==> config.mk <==
export PLATFORM = sky130hd
export DESIGN_NAME = cascaded_biquad_lowpass
export DESIGN_NICKNAME = d
export VERILOG_FILES = /design/src/design/cbq_pkg.sv /design/src/design/cbq_regs.sv /design/src/design/cbq_datapath.sv /design/src/design/cbq_ctrl.sv /design/src/design/cascaded_biquad_lowpass.sv
export VERILOG_INCLUDE_DIRS = /design/src /design/src/design
export SDC_FILE = /design/constraint.sdc
export NUM_CORES = 2
export LEC_CHECK = 0
export CAP_MARGIN = 20
export CORE_AREA = 4 4 346 348
export CTS_CLUSTER_SIZE = 24
export DETAILED_ROUTE_END_ITERATION = 10
export DIE_AREA = 0 0 350 352
export DONT_BUFFER_PORTS = 1
export GPL_ROUTABILITY_DRIVEN = 0
export PLACE_DENSITY = 0.91
export SLEW_MARGIN = 20
export SYNTH_ARGS = -nofsm -noshare
export SYNTH_HDL_FRONTEND = slang
export SYNTH_SLANG_ARGS = --single-unit
==> constraint.sdc <==
create_clock -name clk_i -period 12.1 [get_ports clk_i]
set_clock_uncertainty 0.1 [all_clocks]
set_input_delay 0.605 -clock clk_i [delete_from_list [all_inputs] [get_ports clk_i]]
set_output_delay 0.605 -clock clk_i [all_outputs]
set_load 0.005 [all_outputs]
==> src/design/cascaded_biquad_lowpass_assert.svh <==
// Assertion macros for the cascaded biquad lowpass.
`ifndef CASCADED_BIQUAD_LOWPASS_ASSERT_SVH
`define CASCADED_BIQUAD_LOWPASS_ASSERT_SVH

// same-cycle implication, disabled during reset
`define CBQ_ASSERT_SAME(label, clk, rst_n, ante, cons, msg) \
  label: assert property (@(posedge clk) disable iff (!rst_n) (ante) |-> (cons)) \
    else $error(msg);

// next-cycle implication, disabled during reset
`define CBQ_ASSERT_NEXT(label, clk, rst_n, ante, cons, msg) \
  label: assert property (@(posedge clk) disable iff (!rst_n) (ante) |=> (cons)) \
    else $error(msg);

`endif

==> src/design/cbq_pkg.sv <==
package cbq_pkg;

  localparam int unsigned COEF_W       = 32;
  localparam int unsigned GAIN_W       = 28;
  localparam int unsigned COEF_SH      = 28;
  localparam int unsigned GAIN_SH_BASE = 24;
  localparam int unsigned CFG_IDX_W    = 3;

  localparam logic [COEF_W-1:0] COEF_B0_RST = 32'h1000_0000;  // 1.0 in Q3.28
  localparam logic [GAIN_W-1:0] GAIN_RST    = 28'h100_0000;   // 1.0 in Q4.24

  typedef enum logic [CFG_IDX_W-1:0] {
    REG_B0   = 3'd0,
    REG_B1   = 3'd1,
    REG_B2   = 3'd2,
    REG_A1   = 3'd3,
    REG_A2   = 3'd4,
    REG_GAIN = 3'd5
  } reg_idx_e;

  typedef struct packed {
    logic [COEF_W-1:0] b0;
    logic [COEF_W-1:0] b1;
    logic [COEF_W-1:0] b2;
    logic [COEF_W-1:0] a1;
    logic [COEF_W-1:0] a2;
    logic [GAIN_W-1:0] gain;
  } cfg_t;

  // datapath operations, one per cycle
  typedef enum logic [3:0] {
    OP_NONE   = 4'd0,
    OP_LOAD_X = 4'd1,
    OP_STAGE  = 4'd2,
    OP_ABS    = 4'd3,
    OP_MUL_LO = 4'd4,
    OP_MUL_HI = 4'd5,
    OP_SUM    = 4'd6,
    OP_ACC    = 4'd7,
    OP_SAT_W  = 4'd8,
    OP_SAT_Y  = 4'd9,
    OP_GAIN   = 4'd10,
    OP_OUT    = 4'd11
  } dp_op_e;

  typedef enum logic [1:0] {
    SRC_Z1 = 2'd0,
    SRC_Z2 = 2'd1,
    SRC_W  = 2'd2,
    SRC_X  = 2'd3
  } src_e;

  typedef enum logic [2:0] {
    COEF_B0   = 3'd0,
    COEF_B1   = 3'd1,
    COEF_B2   = 3'd2,
    COEF_A1   = 3'd3,
    COEF_A2   = 3'd4,
    COEF_GAIN = 3'd5
  } coef_e;

  typedef struct packed {
    dp_op_e op;
    src_e   src;
    coef_e  coef;
    logic   sub;   // subtract the product instead of adding it
  } dp_cmd_t;

endpackage

==> src/design/cbq_regs.sv <==
module cbq_regs (
  input  logic                                 clk_i,
  input  logic                                 rst_ni,
  input  logic                                 cfg_we_i,
  input  logic [cbq_pkg::CFG_IDX_W-1:0]        cfg_idx_i,
  input  logic [cbq_pkg::COEF_W-1:0]           cfg_wdata_i,
  output cbq_pkg::cfg_t                        cfg_o
);

  cbq_pkg::cfg_t cfg_q, cfg_d;

  always_comb begin
    cfg_d = cfg_q;
    if (cfg_we_i) begin
      case (cfg_idx_i)
        cbq_pkg::REG_B0:   cfg_d.b0   = cfg_wdata_i;
        cbq_pkg::REG_B1:   cfg_d.b1   = cfg_wdata_i;
        cbq_pkg::REG_B2:   cfg_d.b2   = cfg_wdata_i;
        cbq_pkg::REG_A1:   cfg_d.a1   = cfg_wdata_i;
        cbq_pkg::REG_A2:   cfg_d.a2   = cfg_wdata_i;
        cbq_pkg::REG_GAIN: cfg_d.gain = cfg_wdata_i[cbq_pkg::GAIN_W-1:0];
        default: ;  // unmapped index, dropped
      endcase
    end
  end

  always_ff @(posedge clk_i or negedge rst_ni) begin
    if (!rst_ni) begin
      cfg_q.b0   <= cbq_pkg::COEF_B0_RST;
      cfg_q.b1   <= '0;
      cfg_q.b2   <= '0;
      cfg_q.a1   <= '0;
      cfg_q.a2   <= '0;
      cfg_q.gain <= cbq_pkg::GAIN_RST;
    end else begin
      cfg_q <= cfg_d;
    end
  end

  assign cfg_o = cfg_q;

endmodule

==> src/design/cbq_datapath.sv <==
module cbq_datapath #(
  parameter int unsigned STAGES      = 6,
  parameter int unsigned SAMPLE_BITS = 24,
  parameter int unsigned STATE_BITS  = 40,
  localparam int unsigned STG_W      = (STAGES > 1) ? $clog2(STAGES) : 1
) (
  input  logic                   clk_i,
  input  logic                   rst_ni,
  input  cbq_pkg::dp_cmd_t       cmd_i,
  input  logic [STG_W-1:0]       stage_i,
  input  cbq_pkg::cfg_t          cfg_i,
  input  logic [SAMPLE_BITS-1:0] sample_i,
  output logic [SAMPLE_BITS-1:0] sample_o
);

  localparam int unsigned FRAC_BITS = (STATE_BITS - SAMPLE_BITS) / 2;
  localparam int unsigned HALF      = (STATE_BITS + 1) / 2;
  localparam int unsigned MAG_W     = 2 * HALF;
  localparam int unsigned PP_W      = HALF + cbq_pkg::COEF_W;
  localparam int unsigned PROD_W    = MAG_W + cbq_pkg::COEF_W;
  localparam int unsigned ACC_W     = STATE_BITS + 6;
  localparam int unsigned GAIN_SH   = cbq_pkg::GAIN_SH_BASE + FRAC_BITS;

  localparam logic [PROD_W-1:0] RND_COEF = PROD_W'(1) << (cbq_pkg::COEF_SH - 1);
  localparam logic [PROD_W-1:0] RND_GAIN = PROD_W'(1) << (GAIN_SH - 1);

  localparam logic [STATE_BITS-1:0]  ST_MAX  = {1'b0, {(STATE_BITS-1){1'b1}}};
  localparam logic [STATE_BITS-1:0]  ST_MIN  = {1'b1, {(STATE_BITS-1){1'b0}}};
  localparam logic [SAMPLE_BITS-1:0] SMP_MAX = {1'b0, {(SAMPLE_BITS-1){1'b1}}};
  localparam logic [SAMPLE_BITS-1:0] SMP_MIN = {1'b1, {(SAMPLE_BITS-1){1'b0}}};

  logic [STATE_BITS-1:0]       x_q, z1_q, z2_q, w_q;
  logic [STATE_BITS-1:0]       d1_q [STAGES];
  logic [STATE_BITS-1:0]       d2_q [STAGES];
  logic [ACC_W-1:0]            acc_q;
  logic [MAG_W-1:0]            opm_q;
  logic [cbq_pkg::COEF_W-1:0]  cm_q;
  logic                        neg_q;
  logic [PP_W-1:0]             pp_q;
  logic [PROD_W-1:0]           prod_q;
  logic [SAMPLE_BITS-1:0]      dout_q;

  logic [STATE_BITS-1:0]       op_val, op_abs, x_in, st_sat;
  logic [cbq_pkg::COEF_W-1:0]  coef_val, coef_abs;
  logic                        is_gain;
  logic [HALF-1:0]             mul_a;
  logic [PP_W-1:0]             pp_d;
  logic [ACC_W-1:0]            rmag, rterm, acc_sum;
  logic [ACC_W-STATE_BITS:0]   st_hi;
  logic [ACC_W-SAMPLE_BITS:0]  smp_hi;
  logic                        st_ovf, smp_ovf;
  logic [SAMPLE_BITS-1:0]      smp_sat;

  always_comb begin
    case (cmd_i.src)
      cbq_pkg::SRC_Z1: op_val = z1_q;
      cbq_pkg::SRC_Z2: op_val = z2_q;
      cbq_pkg::SRC_W:  op_val = w_q;
      default:         op_val = x_q;
    endcase
    case (cmd_i.coef)
      cbq_pkg::COEF_B0:   coef_val = cfg_i.b0;
      cbq_pkg::COEF_B1:   coef_val = cfg_i.b1;
      cbq_pkg::COEF_B2:   coef_val = cfg_i.b2;
      cbq_pkg::COEF_A1:   coef_val = cfg_i.a1;
      cbq_pkg::COEF_A2:   coef_val = cfg_i.a2;
      cbq_pkg::COEF_GAIN: coef_val = cbq_pkg::COEF_W'(cfg_i.gain);
      default:            coef_val = '0;
    endcase
  end

  assign is_gain  = (cmd_i.coef == cbq_pkg::COEF_GAIN);
  assign op_abs   = op_val[STATE_BITS-1] ? (~op_val + 1'b1) : op_val;
  assign coef_abs = coef_val[cbq_pkg::COEF_W-1] ? (~coef_val + 1'b1) : coef_val;
  assign x_in     = STATE_BITS'($signed(sample_i)) << FRAC_BITS;

  // one shared multiplier, low half then high half of the magnitude
  assign mul_a = (cmd_i.op == cbq_pkg::OP_MUL_HI) ? opm_q[MAG_W-1:HALF] : opm_q[HALF-1:0];
  assign pp_d  = PP_W'(mul_a) * PP_W'(cm_q);

  // rounding constant already added, so this truncation rounds half away from zero
  assign rmag    = is_gain ? ACC_W'(prod_q >> GAIN_SH) : ACC_W'(prod_q >> cbq_pkg::COEF_SH);
  assign rterm   = neg_q ? (~rmag + 1'b1) : rmag;
  assign acc_sum = acc_q + rterm;

  assign st_hi   = acc_q[ACC_W-1:STATE_BITS-1];
  assign st_ovf  = !((&st_hi) || (~|st_hi));
  assign st_sat  = st_ovf ? (acc_q[ACC_W-1] ? ST_MIN : ST_MAX) : acc_q[STATE_BITS-1:0];
  assign smp_hi  = acc_q[ACC_W-1:SAMPLE_BITS-1];
  assign smp_ovf = !((&smp_hi) || (~|smp_hi));
  assign smp_sat = smp_ovf ? (acc_q[ACC_W-1] ? SMP_MIN : SMP_MAX) : acc_q[SAMPLE_BITS-1:0];

  always_ff @(posedge clk_i) begin
    case (cmd_i.op)
      cbq_pkg::OP_LOAD_X: x_q <= x_in;
      cbq_pkg::OP_STAGE: begin
        z1_q  <= d1_q[stage_i];
        z2_q  <= d2_q[stage_i];
        acc_q <= ACC_W'($signed(x_q));
      end
      cbq_pkg::OP_ABS: begin
        opm_q <= MAG_W'(op_abs);
        cm_q  <= coef_abs;
        neg_q <= op_val[STATE_BITS-1] ^ coef_val[cbq_pkg::COEF_W-1] ^ cmd_i.sub;
      end
      cbq_pkg::OP_MUL_LO: pp_q <= pp_d;
      cbq_pkg::OP_MUL_HI: begin
        pp_q   <= pp_d;
        prod_q <= PROD_W'(pp_q) + (is_gain ? RND_GAIN : RND_COEF);
      end
      cbq_pkg::OP_SUM: prod_q <= prod_q + (PROD_W'(pp_q) << HALF);
      cbq_pkg::OP_ACC: acc_q <= acc_sum;
      cbq_pkg::OP_SAT_W: begin
        w_q   <= st_sat;
        acc_q <= '0;
      end
      cbq_pkg::OP_SAT_Y: x_q <= st_sat;
      cbq_pkg::OP_GAIN:  acc_q <= '0;
      cbq_pkg::OP_OUT:   dout_q <= smp_sat;
      default: ;
    endcase
  end

  // section delay words
  always_ff @(posedge clk_i or negedge rst_ni) begin
    if (!rst_ni) begin
      for (int i = 0; i < STAGES; i++) begin
        d1_q[i] <= '0;
        d2_q[i] <= '0;
      end
    end else if (cmd_i.op == cbq_pkg::OP_SAT_Y) begin
      d1_q[stage_i] <= w_q;
      d2_q[stage_i] <= z1_q;
    end
  end

  assign sample_o = dout_q;

endmodule

==> src/design/cbq_ctrl.sv <==
module cbq_ctrl #(
  parameter int unsigned STAGES = 6,
  localparam int unsigned STG_W = (STAGES > 1) ? $clog2(STAGES) : 1
) (
  input  logic              clk_i,
  input  logic              rst_ni,
  input  logic              in_valid_i,
  output logic              in_ready_o,
  input  logic              out_ready_i,
  output logic              out_valid_o,
  output cbq_pkg::dp_cmd_t  cmd_o,
  output logic [STG_W-1:0]  stage_o
);

  typedef enum logic [10:0] {
    ST_IDLE   = 11'b000_0000_0001,
    ST_STAGE  = 11'b000_0000_0010,
    ST_ABS    = 11'b000_0000_0100,
    ST_MUL_LO = 11'b000_0000_1000,
    ST_MUL_HI = 11'b000_0001_0000,
    ST_SUM    = 11'b000_0010_0000,
    ST_ACC    = 11'b000_0100_0000,
    ST_SAT_W  = 11'b000_1000_0000,
    ST_SAT_Y  = 11'b001_0000_0000,
    ST_GAIN   = 11'b010_0000_0000,
    ST_OUT    = 11'b100_0000_0000
  } state_e;

  typedef enum logic [2:0] {
    TERM_A1   = 3'd0,
    TERM_A2   = 3'd1,
    TERM_B0   = 3'd2,
    TERM_B1   = 3'd3,
    TERM_B2   = 3'd4,
    TERM_GAIN = 3'd5
  } term_e;

  state_e            state_q, state_d;
  term_e             term_q, term_d;
  logic [STG_W-1:0]  stage_q, stage_d;
  logic              out_valid_q, out_valid_d;
  logic              last_stage;
  cbq_pkg::dp_op_e   dp_op;

  assign last_stage = (stage_q == STG_W'(STAGES - 1));

  // operand and coefficient for the current product
  always_comb begin
    cmd_o.op = dp_op;
    case (term_q)
      TERM_A1: begin
        cmd_o.src = cbq_pkg::SRC_Z1; cmd_o.coef = cbq_pkg::COEF_A1; cmd_o.sub = 1'b1;
      end
      TERM_A2: begin
        cmd_o.src = cbq_pkg::SRC_Z2; cmd_o.coef = cbq_pkg::COEF_A2; cmd_o.sub = 1'b1;
      end
      TERM_B0: begin
        cmd_o.src = cbq_pkg::SRC_W;  cmd_o.coef = cbq_pkg::COEF_B0; cmd_o.sub = 1'b0;
      end
      TERM_B1: begin
        cmd_o.src = cbq_pkg::SRC_Z1; cmd_o.coef = cbq_pkg::COEF_B1; cmd_o.sub = 1'b0;
      end
      TERM_B2: begin
        cmd_o.src = cbq_pkg::SRC_Z2; cmd_o.coef = cbq_pkg::COEF_B2; cmd_o.sub = 1'b0;
      end
      default: begin
        cmd_o.src = cbq_pkg::SRC_X;  cmd_o.coef = cbq_pkg::COEF_GAIN; cmd_o.sub = 1'b0;
      end
    endcase
  end

  always_comb begin
    state_d     = state_q;
    term_d      = term_q;
    stage_d     = stage_q;
    out_valid_d = out_valid_q && !out_ready_i;
    dp_op       = cbq_pkg::OP_NONE;
    in_ready_o  = 1'b0;
    case (state_q)
      ST_IDLE: begin
        in_ready_o = 1'b1;
        if (in_valid_i) begin
          dp_op   = cbq_pkg::OP_LOAD_X;
          stage_d = '0;
          state_d = ST_STAGE;
        end
      end
      ST_STAGE: begin
        dp_op   = cbq_pkg::OP_STAGE;
        term_d  = TERM_A1;
        state_d = ST_ABS;
      end
      ST_ABS: begin
        dp_op   = cbq_pkg::OP_ABS;
        state_d = ST_MUL_LO;
      end
      ST_MUL_LO: begin
        dp_op   = cbq_pkg::OP_MUL_LO;
        state_d = ST_MUL_HI;
      end
      ST_MUL_HI: begin
        dp_op   = cbq_pkg::OP_MUL_HI;
        state_d = ST_SUM;
      end
      ST_SUM: begin
        dp_op   = cbq_pkg::OP_SUM;
        state_d = ST_ACC;
      end
      ST_ACC: begin
        dp_op = cbq_pkg::OP_ACC;
        case (term_q)
          TERM_A1: begin
            term_d  = TERM_A2;
            state_d = ST_ABS;
          end
          TERM_A2: state_d = ST_SAT_W;
          TERM_B0: begin
            term_d  = TERM_B1;
            state_d = ST_ABS;
          end
          TERM_B1: begin
            term_d  = TERM_B2;
            state_d = ST_ABS;
          end
          TERM_B2: state_d = ST_SAT_Y;
          default: state_d = ST_OUT;
        endcase
      end
      ST_SAT_W: begin
        dp_op   = cbq_pkg::OP_SAT_W;
        term_d  = TERM_B0;
        state_d = ST_ABS;
      end
      ST_SAT_Y: begin
        dp_op = cbq_pkg::OP_SAT_Y;
        if (last_stage) begin
          state_d = ST_GAIN;
        end else begin
          stage_d = stage_q + 1'b1;
          state_d = ST_STAGE;
        end
      end
      ST_GAIN: begin
        dp_op   = cbq_pkg::OP_GAIN;
        term_d  = TERM_GAIN;
        state_d = ST_ABS;
      end
      ST_OUT: begin
        // hold until the output register is free or being emptied
        if (!out_valid_q || out_ready_i) begin
          dp_op       = cbq_pkg::OP_OUT;
          out_valid_d = 1'b1;
          state_d     = ST_IDLE;
        end
      end
      default: state_d = ST_IDLE;
    endcase
  end

  always_ff @(posedge clk_i or negedge rst_ni) begin
    if (!rst_ni) begin
      state_q     <= ST_IDLE;
      term_q      <= TERM_A1;
      stage_q     <= '0;
      out_valid_q <= 1'b0;
    end else begin
      state_q     <= state_d;
      term_q      <= term_d;
      stage_q     <= stage_d;
      out_valid_q <= out_valid_d;
    end
  end

  assign out_valid_o = out_valid_q;
  assign stage_o     = stage_q;

endmodule

==> src/design/cascaded_biquad_lowpass.sv <==
// Channel      Signals                         Payload
// s_axis       s_axis_tvalid/tready/tdata      sample_in, one request per sample
// m_axis       m_axis_tvalid/tready/tdata      sample_out, one per request
// config       cfg_we_i/cfg_idx_i/cfg_wdata_i  b0 b1 b2 a1 a2 gain, write only
//
// Schedule: one shared multiplier, five products per section, then gain;
//   each product runs abs, low half, high half, sum and accumulate.
// Reset: rst_ni zeroes the delay words; b0 = 1.0, gain = 1.0, others 0.
// Stalls: s_axis_tready is high only while idle. A finished sample waits in
//   the output register while the next request runs; if still unclaimed
//   when that one finishes, the sequencer holds.

`include "cascaded_biquad_lowpass_assert.svh"

module cascaded_biquad_lowpass #(
  parameter int unsigned STAGES      = 6,
  parameter int unsigned SAMPLE_BITS = 24,
  parameter int unsigned STATE_BITS  = 40,
  localparam int unsigned DATA_W     = ((SAMPLE_BITS + 7) / 8) * 8
) (
  input  logic                              clk_i,
  input  logic                              rst_ni,
  // stream in
  input  logic                              s_axis_tvalid,
  output logic                              s_axis_tready,
  input  logic [DATA_W-1:0]                 s_axis_tdata,   // sample_in, zero pad
  // stream out
  output logic                              m_axis_tvalid,
  input  logic                              m_axis_tready,
  output logic [DATA_W-1:0]                 m_axis_tdata,   // sample_out, zero pad
  // configuration writes
  input  logic                              cfg_we_i,
  input  logic [cbq_pkg::CFG_IDX_W-1:0]     cfg_idx_i,
  input  logic [cbq_pkg::COEF_W-1:0]        cfg_wdata_i
);

  localparam int unsigned STG_W = (STAGES > 1) ? $clog2(STAGES) : 1;

  cbq_pkg::cfg_t          cfg;
  cbq_pkg::dp_cmd_t       dp_cmd;
  logic [STG_W-1:0]       stage_idx;
  logic [SAMPLE_BITS-1:0] sample_out;

  cbq_regs u_regs (
    .clk_i       (clk_i),
    .rst_ni      (rst_ni),
    .cfg_we_i    (cfg_we_i),
    .cfg_idx_i   (cfg_idx_i),
    .cfg_wdata_i (cfg_wdata_i),
    .cfg_o       (cfg)
  );

  // sequencer: walks sections and products, owns the handshakes
  cbq_ctrl #(
    .STAGES (STAGES)
  ) u_ctrl (
    .clk_i       (clk_i),
    .rst_ni      (rst_ni),
    .in_valid_i  (s_axis_tvalid),
    .in_ready_o  (s_axis_tready),
    .out_ready_i (m_axis_tready),
    .out_valid_o (m_axis_tvalid),
    .cmd_o       (dp_cmd),
    .stage_o     (stage_idx)
  );

  // arithmetic, delay words and output register
  cbq_datapath #(
    .STAGES      (STAGES),
    .SAMPLE_BITS (SAMPLE_BITS),
    .STATE_BITS  (STATE_BITS)
  ) u_dp (
    .clk_i    (clk_i),
    .rst_ni   (rst_ni),
    .cmd_i    (dp_cmd),
    .stage_i  (stage_idx),
    .cfg_i    (cfg),
    .sample_i (s_axis_tdata[SAMPLE_BITS-1:0]),
    .sample_o (sample_out)
  );

  assign m_axis_tdata = DATA_W'(sample_out);

  // one request in flight at a time
  `CBQ_ASSERT_NEXT(a_busy_after_req, clk_i, rst_ni, s_axis_tvalid && s_axis_tready, !s_axis_tready, "request taken while a sample is in flight")
  // output register is only loaded when it is free or draining
  `CBQ_ASSERT_SAME(a_no_overwrite, clk_i, rst_ni, dp_cmd.op == cbq_pkg::OP_OUT, !m_axis_tvalid || m_axis_tready, "pending result overwritten")
  // a new result only appears after the sequencer's output step
  `CBQ_ASSERT_SAME(a_out_from_seq, clk_i, rst_ni, $rose(m_axis_tvalid), $past(dp_cmd.op == cbq_pkg::OP_OUT), "result raised without an output step")

endmodule

# [Word level (Yosys, flattened, before mapping)]
# Cells that the tools add are included.
# W data, S select, Z words.
[classes] n_addsub=7 multipliers=1 order_cmp=2 eq_ne=43 muxes=42 n_bitwise=6 n_reduce_logical=35
[op_table] cell="$bwmux W240" count=2
[op_table] cell="$mux W40" count=7
[op_table] cell="$bmux W40 S3" count=2
[op_table] cell="$pmux W32 S6" count=1
[op_table] cell="$pmux W72 S2" count=1
[op_table] cell="$pmux W46 S3" count=1
[op_table] cell="$demux W40 S3" count=1
[op_table] cell="$pmux W40 S3" count=1
[op_table] cell="$pmux W11 S9" count=1
[op_table] cell="$pmux W40 S2" count=1
[op_table] cell="$add A52 B72 Y72" count=1
[op_table] cell="$add A72 B72 Y72" count=1
[op_table] cell="$mul A20 B32 Y52" count=1
[op_table] cell="$mux W24" count=2
[op_table] cell="$add A46 B1 Y46 const B" count=1
[op_table] cell="$add A46 B46 Y46" count=1
[op_table] cell="$mux W46" count=1
[op_table] cell="$not A46 Y46" count=1
[op_table] cell="$mux W44" count=1
[op_table] cell="$pmux W4 S11" count=1
[op_table] cell="$add A40 B1 Y40 const B" count=1
[op_table] cell="$not A40 Y40" count=1
[op_table] cell="$mux W39" count=1
[op_table] cell="$pmux W11 S3" count=1
[op_table] cell="58 further kinds" count=103
[word_totals] register_bits=1113 inputBits=64 wordCells=171

# [Logic depth before layout (Yosys ltp)]
[depth] depth_word=9 depth_mapped=34

# [Modules after synthesis]
# A second synthesis with hierarchy kept.
[unflattened] cells_unflattened=6714 area_unflattened_um2=75102.0
[by_module_without_submodules] module="cbq_datapath" instances=1 cells_each=6177 area_each_um2=66679.0 seq_area_each_um2=24233.2
[by_module_without_submodules] module="cbq_regs" instances=1 cells_each=403 area_each_um2=7280.7 seq_area_each_um2=4707.0
[by_module_without_submodules] module="cbq_ctrl" instances=1 cells_each=134 area_each_um2=1142.3 seq_area_each_um2=451.7

# [Worst setup path after synthesis]
# No wires, ideal clock.
[synth_path] path_kind="register to register" from="reg u_ctrl.state_q[2]" to="reg u_dp.z1_q[0], enable pin" setup_ns=0.744 t_arrival_ns=9.316 setup_slack_ns=1.940 stages_incl_launch_ff=5 n_path_buf=0 synth_period_minus_slack_ns=10.160 path_cell_list="dfrtp_1 nor3_1 nand2_1 or3_1 nor4b_1"
[synth_via] elab_chain_cells=3
[synth_rtl] item="start, declared" line_no="cbq_ctrl.sv:38" source="state_e state_q, state_d;"
[synth_rtl] item="start signal, assigned" line_no="cbq_ctrl.sv:167" source="state_q <= state_d;"
[synth_rtl] item="$eq A11 B11 Y1 (tied with other cells)" line_no="cbq_ctrl.sv:79" source="case (state_q)"
[synth_rtl] item="$pmux W4 S11 *" line_no="cbq_ctrl.sv:79"
[synth_rtl] item="$eq A4 B2 Y1 *" line_no="cbq_datapath.sv:94" source="case (cmd_i.op)"
[synth_rtl] item="end signal, assigned" line_no="cbq_datapath.sv:97" source="z1_q <= d1_q[stage_i];"
[synth_rtl] item="end, declared" line_no="cbq_datapath.sv:32" source="logic [STATE_BITS-1:0] x_q, z1_q, z2_q, w_q;"
# Mark *: on every way between the ends. The rest lies on a longest branch, timed or not.
# A chain may end at the register's enable or synchronous reset.

# [Worst setup path in the final report]
[layout_path] from="reg u_ctrl.state_q[7]" to="reg u_dp.pp_q[49], data pin"
[layout_via] elab_chain_cells=5
[layout_rtl] item="$eq A11 B11 Y1 (tied with other cells)" line_no="cbq_ctrl.sv:79"
[layout_rtl] item="$pmux W4 S11 *" line_no="cbq_ctrl.sv:79"
[layout_rtl] item="$eq A4 B3 Y1 *" line_no="cbq_datapath.sv:78" source="assign mul_a = (cmd_i.op == cbq_pkg::OP_MUL_HI) ? opm_q[MAG_W-1:HALF] : opm_q[HALF-1:0];"
[layout_rtl] item="$mux W20 *" line_no="cbq_datapath.sv:78"
[layout_rtl] item="$mul A20 B32 Y52 *" line_no="cbq_datapath.sv:79" source="assign pp_d = PP_W'(mul_a) * PP_W'(cm_q);"
[layout_rtl] item="via u_dp.pp_d[49]" line_no="cbq_datapath.sv:47" source="logic [PP_W-1:0] pp_d;"
[layout_rtl] item="end signal, assigned" line_no="cbq_datapath.sv:106" source="cbq_pkg::OP_MUL_LO: pp_q <= pp_d;"
[layout_rtl] item="end signal, assigned" line_no="cbq_datapath.sv:108" source="pp_q <= pp_d;"
[layout_rtl] item="end, declared" line_no="cbq_datapath.sv:39" source="logic [PP_W-1:0] pp_q;"
# The timed path passes the listed nets; every way through them passes the cells marked *.

==> results.yml <==
global_routing:
  grt_pass1_wl_microns: 348000
  gr-usage-all-layers_pct: 36.1
  grt_pass1_vias: 61100
  antenna_found_initial: 19
  grt_max_degree: 687
  grt_overflow: 0
flow_run:
  cap_violations: 0
clock_tree:
  root_buffer: "clkbuf_16"
  clk_pin_slew_ps: 60
  post_cts_buffers: 0
  clock_latency_ps: 780
  cts_tree: "built"
  cts-htree-levels: 3
  cts_buffer_depth: 3
  numCtsBuffers: 106
  cts_sinks: 1093
cells_and_area:
  drive_gt1_share_pct: 15.6
  multi_input_area_sq_mm: 0.0421
  num-fill-cells: 6943
  seq_area_sq_mm: 0.0294
  nNetsFinal: 7588
  area_delta_synth_final_pct: 7.27
critical_path:
  worstPathMaxFanout: 32
  end_kind: "flop"
  worst-endpoint-arrival_ps: 9880
  crit_type: "flop to flop"
  startpoint_type: "flop"
  crit_required_ps: 12500
pwr:
  report.power.total_w: 0.0238
  p_leak_nw: 36.8
  powerDensity_mw_per_mm2: 294
  ir_worst_vdd_mv: 0.808
floorplanning:
  pin_count: 90
  start_util_pct: 64.9
  die_h_microns: 352
  die_area_sq_mm: 0.123
  coreArea_sq_mm: 0.116
  die_w_microns: 350
  num_rows: 125
placement:
  portBuffers: 0
  dp_hpwl_microns: 141000
synth:
  netlist_area_sq_mm: 0.0754
  synth_cell_types: 85
  syn-mean-instance-area_sq_um: 10.9
  synth_nets: 7763
  synth_edf_count: 407
  synth-seq-cells: 1093
  synth_flop_cell: "dfrtp_1"
  ys_warn_count: 0
  ys_seq_area_share_pct: 39.0
  async_flop_share_pct: 62.8
  netlist_instances: 6895
timing:
  finalCritPeriodShare_pct: 78.3
  hold_viol_final: 0
  fmax_mhz: 106
  tns_ps: 0
  rsz0062_at_grt: "false"
  worst_pin_slew_ps: 1250
  finalCriticalPeriod_ps: 9470
  drv_slew: 0
  setup_viol: 0
  maxSlewHeadroom_pct: 16.5
route:
  vias_per_cell: 7.03
  routed_wirelength_microns: 228000
  drt_iter0_markers: 9144
  ant_nets: 0
  drc: 0
  routed-via-count: 58800
  first_pass_iters: 7
  drt-wirelength-per-cell_microns: 27.3
hold_path:
  hold_path.class: "primary input to flop"
outcome:
  status: "finished, final reports clean"
-- state kept, by name, summed over array words and instances, names as in the netlist, 46 cells and up --
| register | cells |
|---|---|
| u_dp.d1_q | 240 |
| u_dp.d2_q | 240 |
| u_dp.pp_q | 52 |
| u_regs.cfg_o | 188 |
| u_dp.prod_q | 52 |
| u_dp.acc_q | 46 |
-- placed cells by master (no fill, tap or decap), drive strengths merged, types with 18 or more instances in the layout --
cell type / netlist / final
mux2: 734 / 734
dfrtp: 683 / 683
nand2: 668 / 668
inv: 641 / 647
fa: 538 / 538
edfxtp: 407 / 407
and2: 333 / 333
o21ai: 268 / 268
a22oi: 266 / 266
ha: 266 / 266
a21oi: 229 / 229
clkbuf: 339 / 159
xnor2: 157 / 157
mux2i: 156 / 156
nor2: 156 / 156
nand3: 127 / 127
a21o: 119 / 119
xor2: 115 / 115
buf: 83 / 81
dlygate4sd3: 0 / 58
nand4: 57 / 57
nor3: 54 / 54
a31oi: 39 / 39
nor2b: 38 / 38
o21bai: 32 / 32
a221oi: 31 / 31
clkinv: 1 / 29
a211oi: 23 / 23
nor4: 23 / 23
diode: 0 / 22
nand2b: 21 / 21
a22o: 20 / 20
o21a: 20 / 20
and3: 19 / 19
or3: 18 / 18
-- critical path, stage by stage, from the launching register on --
cell and delay, ps:
dfrtp_1 460, nor3_1 280, nand2_1 130, nor4b_2 310, buf_4 350, mux2_2 770
nand2_1 200, fa_1 560, fa_1 520, fa_1 530, inv_1 60, fa_1 550
fa_1 450, fa_1 540, inv_1 60, fa_1 480, inv_1 40, ha_1 340
a21oi_1 300, nand3_1 120, o21bai_1 230, a31o_2 270, a211o_1 330, a221oi_1 530
o21ai_0 260, o31ai_1 280, xnor2_1 100
-- layout make-up --
class,instances,area share [%]
multi-input cells,4738,52.1
diodes,22,0.0680
inverters,642,2.98
flip-flops and latches,1093,36.3
clock buffers,159,4.00
repair buffers,139,1.57
clock inverters,42,0.634
well taps,1524,2.36
-- cell families after synthesis --
family                     Yosys count  synth area share, %
AOI/OAI and AO/OA                 1188                 10.4
xor gates and xnor gates           272                 3.16
adders and majority gates          804                 18.7
buffers and inverters             1064                 5.44
DFF                               1093                 39.0
muxes                              891                 13.1
and+or+nand+nor                   1583                 10.3
-- Yosys cell counts, types with 16 or more instances --
| master | n | area (sq um) |
|---|---|---|
| nor2_1 | 156 | 586 |
| a221oi_1 | 29 | 254 |
| and3_1 | 19 | 119 |
| buf_1 | 44 | 165 |
| o211ai_1 | 16 | 120 |
| o22a_1 | 17 | 149 |
| mux2_2 | 734 | 8270 |
| nand2_1 | 668 | 2510 |
| or3_1 | 18 | 113 |
| fa_1 | 538 | 10800 |
| o21a_1 | 20 | 150 |
| a22oi_1 | 266 | 2000 |
| a21o_1 | 119 | 893 |
| a31oi_1 | 39 | 244 |
| a22o_1 | 20 | 175 |
| nor4_1 | 22 | 138 |
| edfxtp_1 | 407 | 12200 |
| ha_1 | 266 | 3330 |
| mux2i_1 | 156 | 1560 |
| inv_1 | 641 | 2410 |
| xor2_1 | 115 | 1010 |
| clkbuf_1 | 337 | 1260 |
| and2_1 | 332 | 2080 |
| dfrtp_1 | 683 | 17100 |
| buf_2 | 25 | 125 |
| nand4_1 | 57 | 357 |
| o21bai_1 | 32 | 240 |
| nor2b_1 | 38 | 238 |
| a21oi_1 | 226 | 1130 |
| nand3_1 | 127 | 636 |
| a211oi_1 | 23 | 173 |
| o21ai_0 | 265 | 1330 |
| nand2b_1 | 21 | 131 |
| nor3_1 | 54 | 270 |
| xnor2_1 | 157 | 1380 |
-- worst paths after layout --
kind,slack (ps),to,depth (start not counted),startpoint
max in group asynchronous,8440,u_dp.d1_q[56],5,rst_ni
hold reg to reg,390,u_dp.z1_q[33],2,u_dp.d1_q[153]
setup / recovery,2630,u_dp.pp_q[49],26,u_ctrl.state_q[7]
min in group asynchronous,330,u_regs.cfg_o[105],2,rst_ni
hold / removal,30,u_dp.x_q[15],1,s_axis_tdata[7]
setup reg to reg,2630,u_dp.pp_q[49],26,u_ctrl.state_q[7]
-- layer usage --
metal | up-vias | global-route usage, % | share of wire, %
met5 | - | 0 | 0.021
met4 | 8 | 26.2 | 8.6
met3 | 1563 | 9.62 | 13
met2 | 5195 | 55.6 | 45
met1 | 28600 | 44.0 | 33
li1 | 23500 | - | -
-- stage by stage --
stage | setup WS, ps | cell area (sq um) | std cells | hold WS [ps] | utilization [%]
after CTS | 2780 | 80700 | 8331 | -466 | 69.5
after global routing | 2150 | 80900 | 8354 | 21.5 | 69.6
final | 2630 | 80900 | 8359 | 27.5 | 69.6
after floorplan | 1940 | 75400 | 6895 | 209 | -
after detailed placement | 2860 | 76400 | 8073 | 308 | 65.7
after global placement | 3150 | 76400 | 8072 | 312 | 65.7
-- repair_timing --
action / 4_1_cts / 5_1_grt
endpoints found under the hold margin: 901 / 200
hold buffers: 57 / 2
setup endpoints to repair: 0 / 0
resized for setup: 0 / 0
-- where the power goes --
part | switching (W) | internal [W] | leakage [nW]
clock | 0.00156 | 0.00198 | 1.83
sequential | 0.000315 | 0.00489 | 13.0
combinational | 0.00917 | 0.00591 | 22.0
total | 0.0111 | 0.0128 | 36.8
Note: power is estimated with default switching activity, not from simulation.
